<file path="src/hdl/mt_pkg.sv">
// ----------------------------------------------------------------------------
// mt_pkg: shared types, constants and function of the MT19937 generator
// Command codes, sequencer states, multiplier selects and the tempering step.
// ----------------------------------------------------------------------------
`default_nettype none

package mt_pkg;

  localparam int STATE_WORDS  = 624;
  localparam int TWIST_OFFSET = 397;
  localparam int ADDR_W       = $clog2(STATE_WORDS);
  localparam int CNT_W        = $clog2(STATE_WORDS + 1);
  localparam int MID_WRAP     = STATE_WORDS - TWIST_OFFSET;

  localparam logic [31:0] MATRIX_A      = 32'h9908_b0df;
  localparam logic [31:0] UPPER_MASK    = 32'h8000_0000;
  localparam logic [31:0] INIT_MULT     = 32'd1812433253;
  localparam logic [31:0] KEY_BASE_SEED = 32'h012B_D6AA;
  localparam logic [31:0] MIX_MULT_ONE  = 32'h0019_660D;
  localparam logic [31:0] MIX_MULT_TWO  = 32'h5D58_8B65;
  localparam logic [31:0] TEMPER_B      = 32'h9d2c_5680;
  localparam logic [31:0] TEMPER_C      = 32'hefc6_0000;

  typedef logic [ADDR_W-1:0] addr_t;
  typedef logic [CNT_W-1:0]  count_t;

  typedef enum logic [1:0] {
    CMD_NEXT      = 2'd0,
    CMD_SEED_WORD = 2'd1,
    CMD_SEED_KEY  = 2'd2,
    CMD_UNUSED    = 2'd3
  } cmd_t;

  typedef enum logic [1:0] {
    MUL_INIT,
    MUL_MIX_ONE,
    MUL_MIX_TWO
  } mul_sel_t;

  typedef enum logic [3:0] {
    ST_IDLE,
    ST_LIN_ZERO,
    ST_LIN_MUL,
    ST_LIN_WR,
    ST_MIX_RD,
    ST_MIX_WR,
    ST_MIX_CHK,
    ST_FINAL,
    ST_NX_CUR,
    ST_NX_NXT,
    ST_NX_MID,
    ST_NX_TWIST,
    ST_NX_OUT
  } state_t;

  // Write port of the state store
  typedef struct packed {
    logic        we;
    addr_t       waddr;
    logic [31:0] wdata;
  } wr_req_t;

  function automatic logic [31:0] temper(input logic [31:0] w);
    logic [31:0] t;
    t = w ^ (w >> 11);
    t = t ^ ((t << 7) & TEMPER_B);
    t = t ^ ((t << 15) & TEMPER_C);
    t = t ^ (t >> 18);
    return t;
  endfunction

endpackage

`default_nettype wire

</file>
<file path="src/hdl/mt_mul.sv">
// ----------------------------------------------------------------------------
// mt_mul: shared seeding multiplier
// Registered low word of (w ^ (w >> 30)) times the selected seeding constant.
// ----------------------------------------------------------------------------
`default_nettype none

module mt_mul (
  input  wire logic             clk,
  input  wire logic [31:0]      word,
  input  wire mt_pkg::mul_sel_t sel,
  output logic      [31:0]      prod
);

  import mt_pkg::*;

  logic [31:0] operand;
  logic [31:0] factor;

  assign operand = word ^ (word >> 30);

  always_comb begin
    unique case (sel)
      MUL_INIT:    factor = INIT_MULT;
      MUL_MIX_ONE: factor = MIX_MULT_ONE;
      MUL_MIX_TWO: factor = MIX_MULT_TWO;
      default:     factor = INIT_MULT;
    endcase
  end

  always_ff @(posedge clk) begin
    prod <= operand * factor;
  end

endmodule

`default_nettype wire

</file>
<file path="config.mk">
export PLATFORM = sky130hd
export DESIGN_NAME = mt_mul
export DESIGN_NICKNAME = d
export VERILOG_FILES = /design/src/hdl/mt_pkg.sv /design/src/hdl/mt_mul.sv
export SDC_FILE = /design/constraint.sdc
export NUM_CORES = 1
export LEC_CHECK = 0
export BUFFER_PORTS_ARGS = -buffer_cell sky130_fd_sc_hd__buf_2
export CAP_MARGIN = 30
export CORE_MARGIN = 1
export CORE_UTILIZATION = 45
export CTS_CLUSTER_SIZE = 12
export DETAILED_ROUTE_END_ITERATION = 10
export SLEW_MARGIN = 10
export SYNTH_ARGS = -nofsm -noshare
export SYNTH_HDL_FRONTEND = slang
export SYNTH_SLANG_ARGS = --single-unit
export TNS_END_PERCENT = 5
</file>
<file path="constraint.sdc">
create_clock -name clk -period 12.1 [get_ports clk]
set_clock_uncertainty 0.05 [all_clocks]
set_input_delay 1.21 -clock clk [delete_from_list [all_inputs] [get_ports clk]]
set_output_delay 1.21 -clock clk [all_outputs]
set_load 0.05 [all_outputs]
</file>
[Word level (Yosys, flattened, before mapping)]
Index checks and enable logic that the tools add are counted.
Cells by class
  $mul: 1
  equal/unequal tests: 2
  mux-type cells: 1
  bitwise operators: 1
Operators by type and width (number)
  one-hot mux 31 bit (2 select lines): 1
  multiplier 32 x 32 -> 32 bit: 1
  XOR 32 x 2 -> 32 bit: 1
  == test 2 x 1 -> 1 bit (second input constant): 1
  == test 2 bit (second input constant): 1
Storage, ports and cells
  flip-flop bits (word level): 32
  output and inout bits: 32
  bits of input ports: 35

[Longest topological paths before layout]
Gate-level depths: netlist of the first run.
  word-level depth: 3
  mapped depth: 29
  gate-level depth less buffers: 26

[Worst setup path before layout of the first run]
Ideal clock, no wire load.
  kind: input to register
  from: input sel[0]
  to: register prod[30]
  stages on the path: 25
  path slack: 4.405 ns
  arrival: 7.520 ns
  cell sequence: inv_1 ha_1 buf_2 clkbuf_1 clkbuf_1 nor2_1 ha_1 fa_1 fa_1 inv_1 fa_1 inv_1 fa_1 fa_1 fa_1 fa_1 ha_1 a21o_1 a21oi_1 o221a_2 o21ai_0 a211oi_2 a21oi_1 a21oi_1 o31ai_1
Between the ends
  cells in the longest elaborated chain, start to end: 3
  elaborated cells on any way between the ends: 4
RTL lines
  from (decl): RTL line mt_mul.sv:10  | input wire mt_pkg::mul_sel_t sel,
  == test 2 bit / == test 2 x 1 -> 1 bit (equally long branches): RTL line mt_mul.sv:22  | unique case (sel)
  one-hot mux 31 bit (2 select lines) (*): RTL line mt_mul.sv:22
  multiplier 32 x 32 -> 32 bit (*): RTL line mt_mul.sv:31  | prod <= operand * factor;
  to (signal assigned): RTL line mt_mul.sv:31
  to (decl): RTL line mt_mul.sv:11  | output logic [31:0] prod
Every way passes the cells marked *; elsewhere a longest branch is shown, timed or not.

[Worst setup path after layout of the first run]
  from: input sel[1]
  to: register prod[30]
The elaborated chain is that of the path after synthesis.

==> impl_metrics.json, run 1 <==
{
  "setup.worst_path.start": "sel[1]",
  "postCtsSetupBuffers": 0,
  "cts_max_level": 2,
  "arrival_ps": 8240,
  "ys_warn_count": 0,
  "multi_input_area_sq_um": 10600,
  "grt_max_degree": 48,
  "clock-sinks": 32,
  "synth_top_cell_by_area": "fa_1",
  "start_util": 0.459,
  "syn_avg_cell_area_sq_um": 9.90,
  "drv_slew": 0,
  "port_buffers": 66,
  "cts-root-buf": "clkbuf_16",
  "grt_pass1_vias": 9225,
  "globalRouteMet1Util": 0.356,
  "rsz0062_at_grt": "no",
  "reg.largest.list": "prod x32",
  "maxSlewHeadroom": 0.450,
  "synth_cell_types": 55,
  "max_freq_mhz": 124,
  "hold_violations": 0,
  "synth_area_sq_um": 12800,
  "slowest_stage": "fa_1",
  "hpwl_mm": 29.7,
  "syn_nets": 1818,
  "gp_congestion": 0.905,
  "fin_crit_sh": 0.669,
  "synth_area_leaders": "fa_1 43%, ha_1 21%, inv_1 11%, dfxtp_1 5.0%, xnor2_1 4.5%",
  "ant_nets": 0,
  "crit_path_end_kind": "flip-flop",
  "fp-row-count": 61,
  "cp_data_required_time_ps": 12250,
  "die_w_um": 171,
  "yosysSeqAreaShare": 0.0501,
  "cts_resized": 0,
  "cts_buffer_depth": 2,
  "fin_crit_ps": 8100,
  "yosys.area.top_type_share": 0.432,
  "critPathMaxFanout": 32,
  "clk_pin_slew_ps": 70,
  "wl_per_cell_um": 18.9,
  "regArea_sq_um": 641,
  "crit_type": "in -> reg",
  "diodes": 0,
  "cts_tree": "built",
  "finalNetCount": 1873,
  "fill_cells": 2642,
  "grt.met3_usage": 0.0312,
  "vias": 8398,
  "drt_wl_total_mm": 32.6,
  "grt_pass1_wl_mm": 52.3,
  "first_pass_iters": 6,
  "hold_buffers": 0,
  "antenna_found_initial": 0,
  "pin_count": 67,
  "drt_iter0_markers": 425,
  "die_h_um": 171,
  "grtUsageMet2": 0.397,
  "busiest_layer": "met2",
  "status": "finished, final reports clean",
  "avgViaCountPerCell": 4.87,
  "max-cap-violations": 0,
  "tns_ps": 0,
  "synthArstFlopShare": 0,
  "drc_errors": 0,
  "ys_ff_latch": 32,
  "ys.flop_type": "dfxtp_1",
  "critPathMostFrequentCell": "fa_1",
  "layout-drive-gt1-share": 0.0735,
  "holdCritStartpoint": "word[2]",
  "cp_slowest_stage_delay_ps": 550,
  "grt_usage": 0.246,
  "largest_reg_flops": 32,
  "numCtsBuffers": 5,
  "startpoint_type": "input pin",
  "synth-edff-count": 0,
  "hold_class": "in -> reg",
  "die_area_sq_um": 29100,
  "syn_inst": 1291,
  "finalSetupViolCount": 0,
  "grt_overflow": 0,
  "syn_to_final_growth_pct": 6.92,
  "core_area_sq_um": 27900,
  "worst_slew_pin_slew_ps": 820,
  "regMostFlops": "prod"
}
[Yosys cell counts, types with 3 or more instances]
cell,n
a21o_1,9
a21oi_1,28
and2_1,34
buf_2,7
clkbuf_1,13
dfxtp_1,32
fa_1,276
ha_1,216
inv_1,377
nand2_1,37
nand2b_1,20
nand4_1,3
nor2_1,57
nor2b_1,28
nor3_1,5
o21a_1,5
o21ai_0,6
o21ai_1,4
or2_2,4
or3_1,3
xnor2_1,65
xor2_1,21
[worst paths after layout]
| kind | slack (ps) | cells past startpoint | end |
|---|---|---|---|
| worst max-delay path | 4000 | 27 | prod[30] |
| worst min-delay path | 1360 | 2 | prod[2] |
[metal layers]
metal / wire, um / up-vias
met4: 341 / 0
met5: 0 / -
met3: 1460 / 20
met1: 15500 / 4238
met2: 15300 / 193
li1: - / 3947
[worst max-delay path: cells and delay by family]
kind | cells | cell delay, ps
adder cells (fa/ha/maj) | 10 | 4150
AO/OA/AOI/OAI | 8 | 1350
AND/OR/NAND/NOR | 4 | 980
buffers and inverters | 5 | 510
[cells by family after synthesis]
family | Yosys count | share of synthesized area
adders and majority gates | 492 | 0.643
buffers and inverters | 401 | 0.118
and+or+nand+nor | 198 | 0.0792
xor gates and xnor gates | 90 | 0.0650
AOI/OAI and AO/OA | 77 | 0.0431
DFF | 32 | 0.0501
muxes | 1 | 0.000783
[cell usage in the layout, fill, tap and decap left out, drive strengths merged, types with 4 or more instances in the layout]
cell type / netlist / routed
inv: 379 / 379
fa: 276 / 276
ha: 216 / 216
buf: 8 / 69
xnor2: 67 / 67
nor2: 59 / 59
nand2: 37 / 37
and2: 35 / 35
dfxtp: 32 / 32
a21oi: 29 / 29
nor2b: 28 / 28
xor2: 21 / 21
nand2b: 20 / 20
o21ai: 11 / 11
a21o: 9 / 9
clkbuf: 13 / 8
nor3: 5 / 5
o21a: 5 / 5
or2: 4 / 4
nand4: 4 / 4
[final cells by class]
cell class                 instances  area share
sequential                        32      0.0469
timing repair buffer              69      0.0258
tap                              378      0.0346
clock buffer                       8      0.0107
inverter                         380       0.104
multi-input combinational        858       0.778
[metrics by stage]
stage               area [sq um]  hold slack [ps]  setup WS (ps)   util  std cells
floorplan                  12800             1290           4400      -       1291
global placement           13500             1630           3750  0.486       1717
detailed placement         13500             1630           3660  0.486       1717
CTS                        13700             1360           3980  0.491       1725
global route               13700             1370           3550  0.491       1725
finish                     13700             1360           4000  0.491       1725
Power of run 1 is left out: the tool's default activity adds up to more than one toggle a clock period on the data nets, which glitch-free logic cannot reach.
==> inputs of run 2 (changes only) <==
- ABC_AREA: default -> 1
- clock period: 12.1 -> 8.5 ns (I/O delays scaled with it)
==> impl_metrics.json, run 2 <==
{
  "status": "finished, final reports clean",
  "layout_common_cells": "483 x inv_1, 276 x fa_1, 236 x nand2_1",
  "dp.cells": 1989,
  "max_freq_mhz": 125,
  "grt_pass1_wl_mm": 62.1,
  "crit_type": "in -> reg",
  "drv_slew": 0,
  "crit_buf_inv": 7,
  "ys_warn_count": 0,
  "finalNetCount": 2139,
  "synth_area_leaders": "fa_1 42%, ha_1 20%, inv_1 14%, nand2_1 6.7%, dfxtp_1 4.8%",
  "wl_per_cell_um": 19.2,
  "vias": 9861,
  "die_w_um": 174,
  "cp_data_required_time_ps": 8620,
  "grt_overflow": 0,
  "avgViaCountPerCell": 4.94,
  "yosys.area.top_type_share": 0.417,
  "cts_resized": 0,
  "first_pass_iters": 6,
  "grt_pass1_vias": 10900,
  "critPathMaxFanout": 11,
  "synth_area_sq_um": 13300,
  "fin_crit_sh": 0.944,
  "reg.largest.list": "prod x32",
  "ys_ff_latch": 32,
  "cts_max_level": 2,
  "ys.flop_type": "dfxtp_1",
  "yosysSeqAreaShare": 0.0483,
  "yosys-top-cells-count": "483 x inv_1, 276 x fa_1, 236 x nand2_1",
  "grt_usage": 0.275,
  "worst_slew_pin_slew_ps": 822,
  "cts_buffer_depth": 2,
  "finalSetupViolCount": 0,
  "fill_cells": 2866,
  "die_area_sq_um": 30100,
  "max-cap-violations": 0,
  "hold_violations": 0,
  "tns_ps": 0,
  "antenna_found_initial": 0,
  "regMostFlops": "prod",
  "crit_family": "adder cells",
  "cp.depth": 30,
  "diodes": 0,
  "syn_to_final_growth_pct": 7.34,
  "setup.worst_path.start": "sel[1]",
  "drc_errors": 0,
  "arrival_ps": 8150,
  "die_h_um": 174,
  "regArea_sq_um": 641,
  "cp_slowest_stage_delay_ps": 660,
  "final_common_cell": "inv_1",
  "syn_inst": 1545,
  "fin_crit_ps": 8020,
  "maxSlewHeadroom": 0.452,
  "hold_buffers": 0,
  "crit_path_end_kind": "flip-flop",
  "hpwl_mm": 35.6,
  "grt_max_degree": 22,
  "layout-drive-gt1-share": 0.0756,
  "synth_cell_types": 41,
  "rsz0062_at_grt": "no",
  "final_cells": 1997,
  "synth-edff-count": 0,
  "multi_input_area_sq_um": 10700,
  "largest_reg_flops": 32,
  "drt_wl_total_mm": 38.4,
  "clock-sinks": 32,
  "start_util": 0.459,
  "postCtsSetupBuffers": 0,
  "synth_top_cell_by_area": "fa_1",
  "cts-root-buf": "clkbuf_16",
  "synthArstFlopShare": 0,
  "gp_congestion": 0.973,
  "pin_count": 67,
  "core_area_sq_um": 28900,
  "cp-endpoint": "prod[28]",
  "hold_class": "in -> reg",
  "port_buffers": 66,
  "ant_nets": 0,
  "critPathMostFrequentCell": "nand2_1",
  "syn_avg_cell_area_sq_um": 8.58,
  "fp-row-count": 62,
  "syn_nets": 2072,
  "startpoint_type": "input pin",
  "cts_tree": "built",
  "yosysMostFrequentCell": "inv_1",
  "clk_pin_slew_ps": 60,
  "drt_iter0_markers": 643,
  "slowest_stage": "ha_1",
  "numCtsBuffers": 5
}
## run 2: changes by cell type after synthesis, moves of 20 or more
cell,delta
inv_1,+106
nor2_1,+45
nand2_1,+199
nand3_1,+29
and2_1,-34
nand2b_1,-20
xnor2_1,-47
nor2b_1,-28
## run 2: logic make-up (layout without fill, tap and decap cells)
kind of cell             Yosys count  in the layout  synth area share
AO/OA/AOI/OAI                     69             69            0.0308
adder cells (fa/ha/maj)          492            492             0.621
flip-flops                        32             32            0.0483
buffers and inverters            510            578             0.147
AND/OR/NAND/NOR                  402            402             0.127
XOR/XNOR                          40             40            0.0264
## run 2: stage by stage
step	util	cell area, sq um	setup slack [ps]	hold WS (ps)
floorplan	-	13300	1280	930
global placement	0.487	14100	236	1250
detailed placement	0.487	14100	294	1260
CTS	0.493	14200	571	967
global route	0.493	14200	69.0	963
finish	0.493	14200	475	955
## run 2: area by class of cell
| class | count | share of cell area |
|---|---|---|
| Tap cell | 384 | 0.0338 |
| Inverter | 495 | 0.131 |
| Timing Repair Buffer | 75 | 0.0289 |
| Multi-Input combinational cell | 1003 | 0.750 |
| Sequential cell | 32 | 0.0450 |
| Clock inverter | 2 | 0.00246 |
| Clock buffer | 6 | 0.00906 |
## run 2: worst min path at each step
stage / end / from / cells past startpoint / slack, ps
after floorplan: prod[2] / word[2] / 1 / 930
after global placement: prod[2] / word[2] / 2 / 1250
after detailed placement: prod[2] / word[2] / 2 / 1260
after CTS: prod[2] / word[2] / 2 / 970
after global routing: prod[2] / word[2] / 2 / 960
final: prod[2] / word[2] / 2 / 960
## run 2: layer usage
metal	up-vias	wire (um)	GRT usage
li1	4628	-	-
met1	4875	16300	0.359
met5	-	0	0
met3	63	1690	0.0186
met4	0	1200	0.0757
met2	295	19200	0.492
Power of run 2 is left out for the same reason.
